[src/qps_pkg.sv]
`default_nettype none

package qps_pkg;

  // score precision, fraction bits of the normalized metrics and the blend
  localparam int unsigned SCORE_FRAC_BITS = 16;

  localparam int unsigned ID_W        = 16;
  localparam int unsigned METRIC_W    = 32;
  localparam int unsigned LOSS_W      = 16;
  localparam int unsigned WEIGHT_W    = 16;
  localparam int unsigned OUT_SCORE_W = 17;

  localparam int unsigned SCORE_W = SCORE_FRAC_BITS + 1;
  localparam int unsigned QUOT_W  = SCORE_FRAC_BITS + 1;
  localparam int unsigned DVD_W   = METRIC_W + QUOT_W;
  localparam int unsigned WSUM_W  = WEIGHT_W + 2;
  localparam int unsigned PROD_W  = SCORE_FRAC_BITS + WEIGHT_W;
  localparam int unsigned ACC_W   = PROD_W + 2;
  localparam int unsigned CNT_W   = $clog2(QUOT_W + 1);

  localparam int unsigned CFG_IDX_W  = 3;
  localparam int unsigned CFG_DATA_W = 32;

  localparam logic [SCORE_W-1:0] SCORE_ONE = {1'b1, {SCORE_FRAC_BITS{1'b0}}};

  localparam logic [METRIC_W-1:0] LAT_LIMIT_RST  = 32'd50000;
  localparam logic [METRIC_W-1:0] JIT_LIMIT_RST  = 32'd10000;
  localparam logic [LOSS_W-1:0]   LOSS_LIMIT_RST = 16'd655;
  localparam logic [WEIGHT_W-1:0] WEIGHT_RST     = 16'd256;

  typedef enum logic [CFG_IDX_W-1:0] {
    CFG_LAT_LIMIT  = 3'd0,
    CFG_JIT_LIMIT  = 3'd1,
    CFG_LOSS_LIMIT = 3'd2,
    CFG_W_LAT      = 3'd3,
    CFG_W_JIT      = 3'd4,
    CFG_W_LOSS     = 3'd5,
    CFG_REQ_COMP   = 3'd6
  } cfg_idx_e;

  typedef struct packed {
    logic [METRIC_W-1:0] lat_limit;
    logic [METRIC_W-1:0] jit_limit;
    logic [LOSS_W-1:0]   loss_limit;
    logic [WEIGHT_W-1:0] w_lat;
    logic [WEIGHT_W-1:0] w_jit;
    logic [WEIGHT_W-1:0] w_loss;
    logic                require_comp;
  } cfg_t;

  // one scored candidate handed from the sequencer to the selector
  typedef struct packed {
    logic               fire;
    logic               last;
    logic [ID_W-1:0]    id;
    logic [SCORE_W-1:0] score;
    logic               comp;
  } upd_t;

  localparam int unsigned TQ_W = SCORE_W + 16;
  localparam int unsigned TQ_SHR = (SCORE_FRAC_BITS >= 16) ? SCORE_FRAC_BITS - 16 : 0;
  localparam int unsigned TQ_SHL = (SCORE_FRAC_BITS < 16) ? 16 - SCORE_FRAC_BITS : 0;

  function automatic logic [OUT_SCORE_W-1:0] to_q16(input logic [SCORE_W-1:0] s);
    logic [TQ_W-1:0] t;
    t = TQ_W'(s) << TQ_SHL;
    return OUT_SCORE_W'(t >> TQ_SHR);
  endfunction

endpackage

`default_nettype wire

[src/qps_if.sv]
`default_nettype none

interface qps_in_if;
  import qps_pkg::*;
  logic                valid;
  logic                ready;
  logic [ID_W-1:0]     path_id;
  logic [METRIC_W-1:0] path_latency;
  logic [METRIC_W-1:0] path_jitter;
  logic [LOSS_W-1:0]   loss_frac;
  logic                last_path;
  modport source (output valid, path_id, path_latency, path_jitter, loss_frac, last_path,
                  input ready);
  modport sink (input valid, path_id, path_latency, path_jitter, loss_frac, last_path,
                output ready);
endinterface

interface qps_out_if;
  import qps_pkg::*;
  logic                   valid;
  logic                   ready;
  logic [ID_W-1:0]        best_path_id;
  logic [OUT_SCORE_W-1:0] best_score;
  logic                   best_compliant;
  modport source (output valid, best_path_id, best_score, best_compliant, input ready);
  modport sink (input valid, best_path_id, best_score, best_compliant, output ready);
endinterface

interface qps_cfg_if;
  import qps_pkg::*;
  logic                  valid;
  logic                  ready;
  logic [CFG_IDX_W-1:0]  index;
  logic [CFG_DATA_W-1:0] data;
  modport source (output valid, index, data, input ready);
  modport sink (input valid, index, data, output ready);
endinterface

`default_nettype wire

[src/qos_path_score_select.sv]
`default_nettype none

// Scores candidate paths one word at a time and returns the best of each set.
// Each candidate is taken only while the block is idle. Scoring runs through one
// shared radix-2 divider: three metric normalizations (limit/value) and the
// final weighted-sum division, 17 steps each plus a load and a done step,
// together with three multiply and accumulate passes (multiply, then
// accumulate) through one 17x16 multiplier, and a final state that hands the
// score to the selector. The block takes no new candidate while one is being
// scored. A result word is
// produced only for the candidate marked last; it sits in an output register,
// and a last candidate waits in its final state only if that register still
// holds an untaken result. Configuration writes are taken at any time but
// belong between sets; limits and weights are read throughout scoring. Reset
// leaves the selection state empty.
module qos_path_score_select (
  input  logic      clk_i,
  input  logic      rst_ni,
  qps_cfg_if.sink   cfg_i,
  qps_in_if.sink    in_i,
  qps_out_if.source out_o
);
  import qps_pkg::*;

  cfg_t                cfg;
  upd_t                upd;
  logic                out_free;
  logic                div_start, div_done;
  logic [DVD_W-1:0]    div_dividend;
  logic [METRIC_W-1:0] div_divisor;
  logic [QUOT_W-1:0]   div_quot;

  qps_cfg u_cfg (
    .clk_i  (clk_i),
    .rst_ni (rst_ni),
    .cfg_i  (cfg_i),
    .cfg_o  (cfg)
  );

  qps_div u_div (
    .clk_i      (clk_i),
    .rst_ni     (rst_ni),
    .start_i    (div_start),
    .dividend_i (div_dividend),
    .divisor_i  (div_divisor),
    .done_o     (div_done),
    .quot_o     (div_quot)
  );

  qps_seq u_seq (
    .clk_i          (clk_i),
    .rst_ni         (rst_ni),
    .in_i           (in_i),
    .cfg_i          (cfg),
    .out_free_i     (out_free),
    .div_start_o    (div_start),
    .div_dividend_o (div_dividend),
    .div_divisor_o  (div_divisor),
    .div_done_i     (div_done),
    .div_quot_i     (div_quot),
    .upd_o          (upd)
  );

  qps_sel u_sel (
    .clk_i      (clk_i),
    .rst_ni     (rst_ni),
    .upd_i      (upd),
    .require_i  (cfg.require_comp),
    .out_free_o (out_free),
    .out_o      (out_o)
  );

endmodule

`default_nettype wire

[src/qps_cfg.sv]
`default_nettype none

module qps_cfg (
  input  logic          clk_i,
  input  logic          rst_ni,
  qps_cfg_if.sink       cfg_i,
  output qps_pkg::cfg_t cfg_o
);
  import qps_pkg::*;

  cfg_t cfg_q, cfg_d;

  assign cfg_i.ready = 1'b1;
  assign cfg_o = cfg_q;

  always_comb begin
    cfg_d = cfg_q;
    if (cfg_i.valid) begin
      unique case (cfg_idx_e'(cfg_i.index))
        CFG_LAT_LIMIT:  cfg_d.lat_limit    = cfg_i.data[METRIC_W-1:0];
        CFG_JIT_LIMIT:  cfg_d.jit_limit    = cfg_i.data[METRIC_W-1:0];
        CFG_LOSS_LIMIT: cfg_d.loss_limit   = cfg_i.data[LOSS_W-1:0];
        CFG_W_LAT:      cfg_d.w_lat        = cfg_i.data[WEIGHT_W-1:0];
        CFG_W_JIT:      cfg_d.w_jit        = cfg_i.data[WEIGHT_W-1:0];
        CFG_W_LOSS:     cfg_d.w_loss       = cfg_i.data[WEIGHT_W-1:0];
        CFG_REQ_COMP:   cfg_d.require_comp = cfg_i.data[0];
        default:        cfg_d = cfg_q;
      endcase
    end
  end

  always_ff @(posedge clk_i or negedge rst_ni) begin
    if (!rst_ni) begin
      cfg_q.lat_limit    <= LAT_LIMIT_RST;
      cfg_q.jit_limit    <= JIT_LIMIT_RST;
      cfg_q.loss_limit   <= LOSS_LIMIT_RST;
      cfg_q.w_lat        <= WEIGHT_RST;
      cfg_q.w_jit        <= WEIGHT_RST;
      cfg_q.w_loss       <= WEIGHT_RST;
      cfg_q.require_comp <= 1'b0;
    end else begin
      cfg_q <= cfg_d;
    end
  end

endmodule

`default_nettype wire

[src/qps_div.sv]
`default_nettype none

module qps_div (
  input  logic                         clk_i,
  input  logic                         rst_ni,
  input  logic                         start_i,
  input  logic [qps_pkg::DVD_W-1:0]    dividend_i,
  input  logic [qps_pkg::METRIC_W-1:0] divisor_i,
  output logic                         done_o,
  output logic [qps_pkg::QUOT_W-1:0]   quot_o
);
  import qps_pkg::*;

  logic              busy_q;
  logic [CNT_W-1:0]  cnt_q;
  logic [METRIC_W-1:0] rem_q;
  logic [METRIC_W-1:0] dsr_q;
  logic [QUOT_W-1:0] quot_q;

  logic [METRIC_W:0] trial;
  logic [METRIC_W:0] diff;
  logic              ge;

  // restoring step: dividend bits shift out of the top of quot_q while
  // quotient bits shift in at the bottom
  assign trial = {rem_q, quot_q[QUOT_W-1]};
  assign ge    = trial >= {1'b0, dsr_q};
  assign diff  = trial - {1'b0, dsr_q};

  assign done_o = busy_q && (cnt_q == '0);
  assign quot_o = quot_q;

  always_ff @(posedge clk_i or negedge rst_ni) begin
    if (!rst_ni) begin
      busy_q <= 1'b0;
      cnt_q  <= '0;
    end else if (start_i) begin
      busy_q <= 1'b1;
      cnt_q  <= CNT_W'(QUOT_W);
    end else if (busy_q) begin
      if (cnt_q != '0) begin
        cnt_q <= cnt_q - CNT_W'(1);
      end else begin
        busy_q <= 1'b0;
      end
    end
  end

  always_ff @(posedge clk_i) begin
    if (start_i) begin
      rem_q  <= dividend_i[DVD_W-1:QUOT_W];
      quot_q <= dividend_i[QUOT_W-1:0];
      dsr_q  <= divisor_i;
    end else if (busy_q && (cnt_q != '0)) begin
      rem_q  <= ge ? diff[METRIC_W-1:0] : trial[METRIC_W-1:0];
      quot_q <= {quot_q[QUOT_W-2:0], ge};
    end
  end

endmodule

`default_nettype wire

[src/qps_seq.sv]
`default_nettype none

module qps_seq (
  input  logic                         clk_i,
  input  logic                         rst_ni,
  qps_in_if.sink                       in_i,
  input  qps_pkg::cfg_t                cfg_i,
  input  logic                         out_free_i,
  output logic                         div_start_o,
  output logic [qps_pkg::DVD_W-1:0]    div_dividend_o,
  output logic [qps_pkg::METRIC_W-1:0] div_divisor_o,
  input  logic                         div_done_i,
  input  logic [qps_pkg::QUOT_W-1:0]   div_quot_i,
  output qps_pkg::upd_t                upd_o
);
  import qps_pkg::*;

  typedef enum logic [2:0] {
    S_IDLE, S_DLOAD, S_DWAIT, S_MUL, S_ACC, S_SLOAD, S_SWAIT, S_FIN
  } state_e;

  typedef enum logic [1:0] {
    MET_LAT, MET_JIT, MET_LOSS
  } metric_e;

  state_e  state_q;
  metric_e met_q;

  logic [ID_W-1:0]     id_q;
  logic [METRIC_W-1:0] lat_q;
  logic [METRIC_W-1:0] jit_q;
  logic [LOSS_W-1:0]   loss_q;
  logic                last_q;
  logic                comp_q;
  logic [SCORE_W-1:0]  n_lat_q, n_jit_q, n_loss_q;
  logic [PROD_W-1:0]   prod_q;
  logic [ACC_W-1:0]    acc_q;
  logic [SCORE_W-1:0]  score_q;

  logic                accept;
  logic                fire;
  logic [METRIC_W-1:0] met_val, met_lim;
  logic [WEIGHT_W-1:0] met_w;
  logic [SCORE_W-1:0]  met_n, norm;
  logic [WSUM_W-1:0]   wsum;
  logic [SCORE_W+WEIGHT_W-1:0] mul_full;
  metric_e             met_next;
  logic                comp_in;

  assign in_i.ready = (state_q == S_IDLE);
  assign accept     = in_i.valid && (state_q == S_IDLE);
  assign fire       = (state_q == S_FIN) && (!last_q || out_free_i);

  always_comb begin
    case (met_q)
      MET_LAT: begin
        met_val  = lat_q;
        met_lim  = cfg_i.lat_limit;
        met_w    = cfg_i.w_lat;
        met_n    = n_lat_q;
        met_next = MET_JIT;
      end
      MET_JIT: begin
        met_val  = jit_q;
        met_lim  = cfg_i.jit_limit;
        met_w    = cfg_i.w_jit;
        met_n    = n_jit_q;
        met_next = MET_LOSS;
      end
      default: begin
        met_val  = METRIC_W'(loss_q);
        met_lim  = METRIC_W'(cfg_i.loss_limit);
        met_w    = cfg_i.w_loss;
        met_n    = n_loss_q;
        met_next = MET_LAT;
      end
    endcase
  end

  assign wsum = WSUM_W'(cfg_i.w_lat) + WSUM_W'(cfg_i.w_jit) + WSUM_W'(cfg_i.w_loss);

  // quotient is only meaningful when value > limit > 0
  assign norm = (met_lim == '0) ? '0 :
                (met_val <= met_lim) ? SCORE_ONE : SCORE_W'(div_quot_i);

  assign mul_full = met_n * met_w;

  assign comp_in = (in_i.path_latency <= cfg_i.lat_limit) &&
                   (in_i.path_jitter <= cfg_i.jit_limit) &&
                   (in_i.loss_frac <= cfg_i.loss_limit);

  assign div_start_o    = (state_q == S_DLOAD) || (state_q == S_SLOAD);
  assign div_dividend_o = (state_q == S_SLOAD) ? DVD_W'(acc_q)
                                               : DVD_W'(met_lim) << SCORE_FRAC_BITS;
  assign div_divisor_o  = (state_q == S_SLOAD) ? METRIC_W'(wsum) : met_val;

  assign upd_o.fire  = fire;
  assign upd_o.last  = last_q;
  assign upd_o.id    = id_q;
  assign upd_o.score = score_q;
  assign upd_o.comp  = comp_q;

  always_ff @(posedge clk_i or negedge rst_ni) begin
    if (!rst_ni) begin
      state_q <= S_IDLE;
      met_q   <= MET_LAT;
    end else begin
      unique case (state_q)
        S_IDLE: begin
          if (accept) begin
            met_q   <= MET_LAT;
            state_q <= S_DLOAD;
          end
        end
        S_DLOAD: state_q <= S_DWAIT;
        S_DWAIT: begin
          if (div_done_i) begin
            met_q   <= met_next;
            state_q <= (met_q == MET_LOSS) ? S_MUL : S_DLOAD;
          end
        end
        S_MUL: state_q <= S_ACC;
        S_ACC: begin
          met_q   <= met_next;
          state_q <= (met_q == MET_LOSS) ? S_SLOAD : S_MUL;
        end
        S_SLOAD: state_q <= S_SWAIT;
        S_SWAIT: begin
          if (div_done_i) begin
            state_q <= S_FIN;
          end
        end
        S_FIN: begin
          if (fire) begin
            state_q <= S_IDLE;
          end
        end
        default: state_q <= S_IDLE;
      endcase
    end
  end

  always_ff @(posedge clk_i) begin
    if (accept) begin
      id_q   <= in_i.path_id;
      lat_q  <= in_i.path_latency;
      jit_q  <= in_i.path_jitter;
      loss_q <= in_i.loss_frac;
      last_q <= in_i.last_path;
      comp_q <= comp_in;
      acc_q  <= '0;
    end
    if ((state_q == S_DWAIT) && div_done_i) begin
      case (met_q)
        MET_LAT: n_lat_q  <= norm;
        MET_JIT: n_jit_q  <= norm;
        default: n_loss_q <= norm;
      endcase
    end
    if (state_q == S_MUL) begin
      prod_q <= mul_full[PROD_W-1:0];
    end
    if (state_q == S_ACC) begin
      acc_q <= acc_q + ACC_W'(prod_q);
    end
    if ((state_q == S_SWAIT) && div_done_i) begin
      score_q <= (wsum == '0) ? '0 : SCORE_W'(div_quot_i);
    end
  end

endmodule

`default_nettype wire

[src/qps_sel.sv]
`default_nettype none

module qps_sel (
  input  logic          clk_i,
  input  logic          rst_ni,
  input  qps_pkg::upd_t upd_i,
  input  logic          require_i,
  output logic          out_free_o,
  qps_out_if.source     out_o
);
  import qps_pkg::*;

  logic               ok_valid_q, any_valid_q, out_valid_q;
  logic [ID_W-1:0]    ok_id_q, any_id_q;
  logic [SCORE_W-1:0] ok_score_q, any_score_q;
  logic               any_comp_q;
  logic [ID_W-1:0]        out_id_q;
  logic [OUT_SCORE_W-1:0] out_score_q;
  logic                   out_comp_q;

  logic               take_ok, take_any, use_ok;
  logic [ID_W-1:0]    ok_id_n, any_id_n;
  logic [SCORE_W-1:0] ok_score_n, any_score_n;
  logic               any_comp_n;

  // ties keep the earlier path
  assign take_ok  = upd_i.comp && (!ok_valid_q || (upd_i.score > ok_score_q));
  assign take_any = !any_valid_q || (upd_i.score > any_score_q);

  assign ok_id_n     = take_ok ? upd_i.id : ok_id_q;
  assign ok_score_n  = take_ok ? upd_i.score : ok_score_q;
  assign any_id_n    = take_any ? upd_i.id : any_id_q;
  assign any_score_n = take_any ? upd_i.score : any_score_q;
  assign any_comp_n  = take_any ? upd_i.comp : any_comp_q;
  assign use_ok      = require_i && (ok_valid_q || take_ok);

  assign out_free_o           = !out_valid_q || out_o.ready;
  assign out_o.valid          = out_valid_q;
  assign out_o.best_path_id   = out_id_q;
  assign out_o.best_score     = out_score_q;
  assign out_o.best_compliant = out_comp_q;

  always_ff @(posedge clk_i or negedge rst_ni) begin
    if (!rst_ni) begin
      ok_valid_q  <= 1'b0;
      any_valid_q <= 1'b0;
      out_valid_q <= 1'b0;
    end else begin
      if (upd_i.fire) begin
        ok_valid_q  <= !upd_i.last && (ok_valid_q || take_ok);
        any_valid_q <= !upd_i.last;
      end
      if (upd_i.fire && upd_i.last) begin
        out_valid_q <= 1'b1;
      end else if (out_o.ready) begin
        out_valid_q <= 1'b0;
      end
    end
  end

  always_ff @(posedge clk_i) begin
    if (upd_i.fire) begin
      ok_id_q     <= ok_id_n;
      ok_score_q  <= ok_score_n;
      any_id_q    <= any_id_n;
      any_score_q <= any_score_n;
      any_comp_q  <= any_comp_n;
      if (upd_i.last) begin
        out_id_q    <= use_ok ? ok_id_n : any_id_n;
        out_score_q <= to_q16(use_ok ? ok_score_n : any_score_n);
        out_comp_q  <= use_ok ? 1'b1 : any_comp_n;
      end
    end
  end

endmodule

`default_nettype wire

[src/flat_wrapper.sv]
// flat-port wrapper written by rule: the top's interface ports become plain ports
module qos_path_score_select_flat import qps_pkg::*;
  (clk_i, rst_ni, cfg_i_valid, cfg_i_index, cfg_i_data, cfg_i_ready, in_i_valid, in_i_path_id, in_i_path_latency, in_i_path_jitter, in_i_loss_frac, in_i_last_path, in_i_ready, out_o_valid, out_o_best_path_id, out_o_best_score, out_o_best_compliant, out_o_ready);
  qps_cfg_if cfg_i_i ();
  qps_in_if in_i_i ();
  qps_out_if out_o_i ();
  input  logic clk_i;
  input  logic rst_ni;
  input wire logic [$bits(cfg_i_i.valid)-1:0] cfg_i_valid;
  input wire logic [$bits(cfg_i_i.index)-1:0] cfg_i_index;
  input wire logic [$bits(cfg_i_i.data)-1:0] cfg_i_data;
  output wire logic [$bits(cfg_i_i.ready)-1:0] cfg_i_ready;
  input wire logic [$bits(in_i_i.valid)-1:0] in_i_valid;
  input wire logic [$bits(in_i_i.path_id)-1:0] in_i_path_id;
  input wire logic [$bits(in_i_i.path_latency)-1:0] in_i_path_latency;
  input wire logic [$bits(in_i_i.path_jitter)-1:0] in_i_path_jitter;
  input wire logic [$bits(in_i_i.loss_frac)-1:0] in_i_loss_frac;
  input wire logic [$bits(in_i_i.last_path)-1:0] in_i_last_path;
  output wire logic [$bits(in_i_i.ready)-1:0] in_i_ready;
  output wire logic [$bits(out_o_i.valid)-1:0] out_o_valid;
  output wire logic [$bits(out_o_i.best_path_id)-1:0] out_o_best_path_id;
  output wire logic [$bits(out_o_i.best_score)-1:0] out_o_best_score;
  output wire logic [$bits(out_o_i.best_compliant)-1:0] out_o_best_compliant;
  input wire logic [$bits(out_o_i.ready)-1:0] out_o_ready;
  assign cfg_i_i.valid = cfg_i_valid;
  assign cfg_i_i.index = cfg_i_index;
  assign cfg_i_i.data = cfg_i_data;
  assign cfg_i_ready = cfg_i_i.ready;
  assign in_i_i.valid = in_i_valid;
  assign in_i_i.path_id = in_i_path_id;
  assign in_i_i.path_latency = in_i_path_latency;
  assign in_i_i.path_jitter = in_i_path_jitter;
  assign in_i_i.loss_frac = in_i_loss_frac;
  assign in_i_i.last_path = in_i_last_path;
  assign in_i_ready = in_i_i.ready;
  assign out_o_valid = out_o_i.valid;
  assign out_o_best_path_id = out_o_i.best_path_id;
  assign out_o_best_score = out_o_i.best_score;
  assign out_o_best_compliant = out_o_i.best_compliant;
  assign out_o_i.ready = out_o_ready;
  qos_path_score_select u_core (.clk_i(clk_i), .rst_ni(rst_ni), .cfg_i(cfg_i_i), .in_i(in_i_i), .out_o(out_o_i));
endmodule
[config.mk]
export PLATFORM = sky130hd
export DESIGN_NAME = qos_path_score_select_flat
export DESIGN_NICKNAME = d
export VERILOG_FILES = /design/src/qps_pkg.sv /design/src/qps_if.sv /design/src/qos_path_score_select.sv /design/src/qps_cfg.sv /design/src/qps_div.sv /design/src/qps_seq.sv /design/src/qps_sel.sv /design/src/flat_wrapper.sv
export SDC_FILE = /design/constraint.sdc
export NUM_CORES = 2
export LEC_CHECK = 0
export BUFFER_PORTS_ARGS = -buffer_cell sky130_fd_sc_hd__clkbuf_2
export CAP_MARGIN = 20
export CORE_ASPECT_RATIO = 0.7
export CORE_UTILIZATION = 55
export CTS_BUF_LIST = sky130_fd_sc_hd__clkbuf_4 sky130_fd_sc_hd__clkbuf_8 sky130_fd_sc_hd__clkbuf_16
export CTS_CLUSTER_DIAMETER = 150
export DETAILED_ROUTE_END_ITERATION = 8
export HOLD_SLACK_MARGIN = 0.08
export PLACE_DENSITY_LB_ADDON = 0.1
export REMOVE_ABC_BUFFERS = 1
export SLEW_MARGIN = 0
export SYNTH_ARGS = -nofsm -noshare
export SYNTH_HDL_FRONTEND = slang
export SYNTH_SLANG_ARGS = --single-unit
[constraint.sdc]
create_clock -name clk_i -period 14.9 [get_ports clk_i]
set_clock_uncertainty 0.2 [all_clocks]
set_input_delay 0.745 -clock clk_i [delete_from_list [all_inputs] [get_ports clk_i]]
set_output_delay 0.745 -clock clk_i [all_outputs]
set_load 0.05 [all_outputs]
# After elaboration in Yosys (flattened, before gate mapping)
# Cells that the tools add are included.
# totals
register_bits,557
input_bits,137
output_inout_bits,37
wordCells,162
# classes
add_sub_neg,5
n_mul,1
order_cmp,7
n_eq_ne,19
mux,41
bitwise,1
reduce_logical,50
# ops
cell,n
$pmux W32 S2,2
$mux W17,7
$le A32 B32 Y1,3
$mux W32,3
$mux W34,2
$mux W16,3
$mux W48,1
$add A34 B32 Y34,1
$gt A17 B17 Y1,2
$pmux W17 S2,1
$ge A33 B32 Y1,1
$logic_not A32 Y1,1
$mul A17 B16 Y32,1
$pmux W16 S2,1
$sub A32 B32 Y32,1
$pmux W3 S8,1
$reduce_and A2 Y1,12
$eq A3 B3 Y1 const B,7
$add A17 B16 Y18,1
$logic_not A18 Y1,1
$mux W18,1
$add A16 B16 Y17,1
$le A16 B16 Y1,1
$mux W3,5
25 further kinds,64

# Depth between registers and ports, before layout
# logic_depth
word_depth,6
ltp_mapped,30
mapped_depth_nobuf,26

# Cells and area by module
# From an unflattened synthesis, not the netlist that was laid out.
# unflattened
hier_cells,3932
hier_area_um2,41134.5
# modules_own_cells
module,instances,cells_each,area_each_um2,seq_area_each_um2
qps_seq,1,2590,24549.8,7091.8
qps_div,1,550,5694.2,2582.5
qps_sel,1,511,5686.7,3108.0
qps_cfg,1,281,5203.7,3253.1

# Least setup slack after synthesis
# Ideal clock, no wire load.
# synth_path
path_kind,register to register
from,register u_core.u_seq.met_q[1]
to,"register u_core.u_seq.prod_q[30], data pin"
setup_time_ns,0.258
arrival_time_ns,7.287
required_time_ns,14.442
setup_slack_ns,7.156
stages_incl_launch_ff,28
path_buffers,6
period_less_slack_ns,7.744
path_cell_list,dfrtp_1 -> clkbuf_1 -> buf_1 -> buf_2 -> buf_1 -> nor2_1 -> a21oi_1 -> clkbuf_1 -> nor2_1 -> fa_1 -> inv_1 -> fa_1 -> fa_1 -> inv_1 -> fa_1 -> fa_1 -> inv_1 -> fa_1 -> inv_1 -> ha_1 -> clkbuf_1 -> a2111o_1 -> a31oi_1 -> nor4_1 -> a2111oi_0 -> o31ai_1 -> a21oi_1 -> xnor2_1
# synth_between
elab_chain_cells,3
word_cells_on_any_way,5
# synth_lines
element,line,source
start: declaration,qps_seq.sv:27,metric_e met_q;
start signal: assignment,qps_seq.sv:118,met_q <= met_next;
start signal: assignment,qps_seq.sv:124,met_q <= met_next;
$eq A2 B1 Y1 or $logic_not A2 Y1 (tied branches),qps_seq.sv:55,case (met_q)
$pmux W17 S2 or $pmux W16 S2 (tied branches),qps_seq.sv:55,
$mul A17 B16 Y32 *,qps_seq.sv:86,assign mul_full = met_n * met_w;
named net u_core.u_seq.mul_full[30],qps_seq.sv:46,logic [SCORE_W+WEIGHT_W-1:0] mul_full;
end signal: assignment,qps_seq.sv:161,prod_q <= mul_full[PROD_W-1:0];
end: declaration,qps_seq.sv:36,logic [PROD_W-1:0] prod_q;
# Mark *: on every way through the listed nets, which the timed path passes. The rest lies on a longest branch.
# A chain may end at the register's enable or synchronous reset.

# Worst setup path in the final report
# layout_path
from,register u_core.u_seq.met_q[0]
to,"register u_core.u_seq.prod_q[30], data pin"
# Same word-level chain as after synthesis.

==> impl_metrics.csv <==
group,metric,value,unit
outcome,status,"complete, no violations",
yosys,yosys.cell_types.count,80,
yosys,synth_area_leader_cell,"edfxtp_1",
yosys,syn-mean-instance-area,10.10,um^2
clocking,tritoncts.num_buffers,53,
floorplan,chipWidth,322.9,um
global_routing,gr-total-overflow,0,
yosys,synth.yosys.warnings,0,
clocking,htree_levels,2,
sta,finalCritPeriodShare,59.43,%
global_routing,grt_pass1_vias,28620,
yosys,synth_sequential_area_ratio,40.45,%
run,max_cap_violations,0,
finish,final_area,43380,um^2
sta,achievable-frequency,0.1129,GHz
setup_path,worstSetupStartpointType,"flop",
clocking,post_cts_hold_buffer_count,1,
floorplan,floorplan_row_count,81,
route,dr_total_vias,29360,
yosys,postSynthRegisterBits,557,
clocking,cts.sinks,557,
clocking,clk_pin_slew_worst_paths,70,ps
yosys,ys_flop_type,"edfxtp_1",
clocking,post-cts-setup-buffer-count,0,
finish,layout_cells_sized_above_1,11.35,%
global_routing,wire_length_of_the_first_global_routing_pass,166.5,mm
global_routing,grt_antenna_before_repair,2,
clocking,cts_tree,"done",
global_routing,largest_net_degree_at_the_start_of_global_routing,77,
yosys,synth_top_cells_by_area,"edfxtp_1 (31%), fa_1 (11%), ha_1 (10%), dfrtp_1 (7.8%), nand2_1 (4.7%)",
yosys,synth_edf_count,414,
hold_path,worstHoldPathType,"in -> reg",
yosys,synthCells,3925,
yosys,synth_simple_gate_area_share,12.32,%
sta,drv_slew,0,
sta,number_of_hold_violations_in_the_final_report,0,
route,post-route-drc-count,0,
route,drtPass1Iterations,6,
clocking,cts_root_buffer,"clkbuf_16",
route,dr.first_iter.drc_count,2591,
finish,final-instance-count-excl-fill,5059,
yosys,synthArstFlopShare,25.67,%
place,dp.final_hpwl,81.63,mm
setup_path,worst-path-max-fanout,41,
floorplan,placeableCoreArea,70540,um^2
route,avgRoutedWirePerCell,21.06,um
clocking,insertion_delay,620,ps
setup_path,worst_setup_path_end_kind,"flop",
route,detail-route-antenna-nets,0,
setup_path,critPathArrivalTime,9020,ps
place,placement.cell_area,41560,um^2
yosys,synth-compound-area-share,12.72,%
sta,grt_setup_unrepaired,"no",
sta,period_needed,8855,ps
yosys,mappedNetlistArea,39640,um^2
route,totalWireLength,106.6,mm
yosys,synth-adder-area-share,21.77,%
floorplan,initial_utilization,56.20,%
finish,final_core_util,61.50,%
yosys,synth_top_family_by_area,"adder cells",
clocking,postCtsResizedCells,0,
setup_path,crit_required,15060,ps
sta,setup_total_negative_slack,0,ps
sta,worst-slew-pin-transition,1187,ps
place,port_buffers,172,
yosys,synth_top_cell_area_share,31.36,%
finish,antenna-diode-count,0,
finish,areaGrowthSynthToFinish,9.441,%
route,vias_per_inst,5.803,
place,routabilityCongestion,0.9549,
sta,setup_violations,0,
place,placed_cells_incl_taps,4955,
global_routing,global_route.usage.total,29.77,%
yosys,post_synth_mux_area_share,4.738,%
floorplan,fp.dieArea,73170,um^2
setup_path,timing.setup.critical_path_class,"reg -> reg",
clocking,clk_path_buf_depth,3,
finish,fin_nets,4751,
floorplan,boundaryPins,174,
floorplan,fp.dieH,226.6,um
sta,relSlewSlack,20.00,%
yosys,synth_xor_area_share,1.900,%
==> Yosys cell counts (31+ instances only) <==
library cell and n:
nor3_1 51, nor2_1 313, o21ai_0 274, inv_1 490
nor2b_1 39, nand2_1 495, clkbuf_1 104, nand4_1 51
dfrtp_1 123, mux2i_1 101, fa_1 226, a21o_1 77
xnor2_1 58, mux2_2 77, ha_1 328, edfxtp_1 414
o21a_1 62, a21oi_1 165, nand3_1 41, and2_1 31
==> layout make-up <==
type                            count  area, um^2
Multi-Input combinational cell   2735       21260
Sequential cell                   557       16040
Tap cell                          954        1194
Clock buffer                       80        1608
Clock inverter                     20       170.2
Timing Repair Buffer              223        1264
Fill cell                        6029       27160
Inverter                          490        1839
==> logic make-up after synthesis <==
| kind of cell | Yosys count |
|---|---|
| compound gates | 803 |
| buf+inv | 633 |
| fa+ha+maj | 554 |
| flops | 557 |
| xor+xnor | 86 |
| other cells | 1 |
| simple gates | 1113 |
| mux | 178 |
==> path summary, 6_finish.rpt <==
| path | startpoint | depth (start not counted) | to | slack, ps |
|---|---|---|---|---|
| worst min register to register | u_core.u_sel.out_o.valid$_DFFE_PN0P_ | 1 | u_core.u_sel.out_o.valid$_DFFE_PN0P_ | 310 |
| min in group asynchronous | rst_ni | 2 | u_core.u_cfg.cfg_o[114]$_DFFE_PN0P_ | 520 |
| worst max register to register | u_core.u_seq.met_q[0]$_DFFE_PN0P_ | 21 | u_core.u_seq.prod_q[30]$_DFFE_PN_ | 6050 |
| worst max-delay path | u_core.u_seq.met_q[0]$_DFFE_PN0P_ | 21 | u_core.u_seq.prod_q[30]$_DFFE_PN_ | 6050 |
| max in group asynchronous | rst_ni | 3 | u_core.u_cfg.cfg_o[17]$_DFFE_PN0P_ | 12490 |
| worst min-delay path | in_i_path_id[15] | 1 | u_core.u_seq.id_q[15]$_DFFE_PP_ | 110 |
==> metal layers <==
metal  track usage [%]  vias to the layer above  share of wire, %
li1                  -                    13850                 -
met1             45.46                    14300                47
met3             7.404                      116               9.4
met2             42.59                     1093                42
met4             6.192                        0               1.9
met5                 0                        -                 0
==> worst max-delay path: stages, from the launching register on <==
cell and delay, ps:
dfrtp_4 720, buf_4 670, mux2i_1 220, o21ai_1 820
nand2_1 190, fa_1 580, fa_1 430, fa_1 510
inv_1 50, fa_1 460, fa_1 540, inv_1 50
fa_1 520, inv_1 40, ha_1 390, a2111o_1 440
a31oi_1 310, nor4_1 150, a2111oi_0 830, o31ai_1 160
a21oi_1 210, xnor2_1 80
==> per-stage QoR <==
| stage | worst slack, ps | hold slack [ps] |
|---|---|---|
| 6_report | 6045 | 113.9 |
| 5_1_grt | 5656 | 88.85 |
| 4_1_cts | 6177 | 81.18 |
| 3_5_place_dp | 6190 | 291.9 |
| 3_3_place_gp | 6309 | 283.2 |
| 2_1_floorplan | 4871 | 249.4 |
==> state kept, by name (all words and copies together), names as in the netlist, 17 cells and up <==
register and cells:
u_core.u_div.quot_o 17, u_core.u_seq.prod_q 32, u_core.u_seq.n_lat_q 17, u_core.u_cfg.cfg_o 129
u_core.u_seq.lat_q 32, u_core.u_seq.score_q 17, u_core.u_div.rem_q 32, u_core.u_seq.n_jit_q 17
u_core.u_sel.out_o.best_score 17, u_core.u_seq.n_loss_q 17, u_core.u_sel.ok_score_q 17, u_core.u_div.dsr_q 32
u_core.u_seq.jit_q 32, u_core.u_seq.acc_q 34, u_core.u_sel.any_score_q 17
==> placed cells by master, fill, tap and decap left out, drive strengths merged, types with 11 or more instances in the layout <==
| cell type | netlist | layout |
|---|---|---|
| clkinv | 0 | 11 |
| ha | 328 | 328 |
| o21ai | 296 | 296 |
| nor2b | 39 | 39 |
| mux2 | 77 | 77 |
| a31oi | 20 | 20 |
| xnor2 | 58 | 58 |
| a221o | 17 | 17 |
| o211ai | 12 | 12 |
| nor2 | 313 | 313 |
| nand2b | 24 | 24 |
| nand2 | 495 | 495 |
| o21bai | 16 | 16 |
| o221ai | 22 | 22 |
| inv | 490 | 492 |
| and3 | 15 | 15 |
| a21o | 77 | 77 |
| or2 | 13 | 13 |
| nor3 | 51 | 51 |
| a21oi | 165 | 165 |
| mux2i | 101 | 101 |
| clkbuf | 104 | 252 |
| o21a | 62 | 62 |
| xor2 | 28 | 28 |
| nand4 | 51 | 51 |
| and2 | 31 | 31 |
| fa | 226 | 226 |
| buf | 39 | 50 |
| nand3 | 41 | 41 |
| dfstp | 20 | 20 |
| a211oi | 30 | 30 |
| dfrtp | 123 | 123 |
| edfxtp | 414 | 414 |
Power is not shown: default switching activity piles up to over one toggle a cycle in this logic, so the estimate is an artifact.
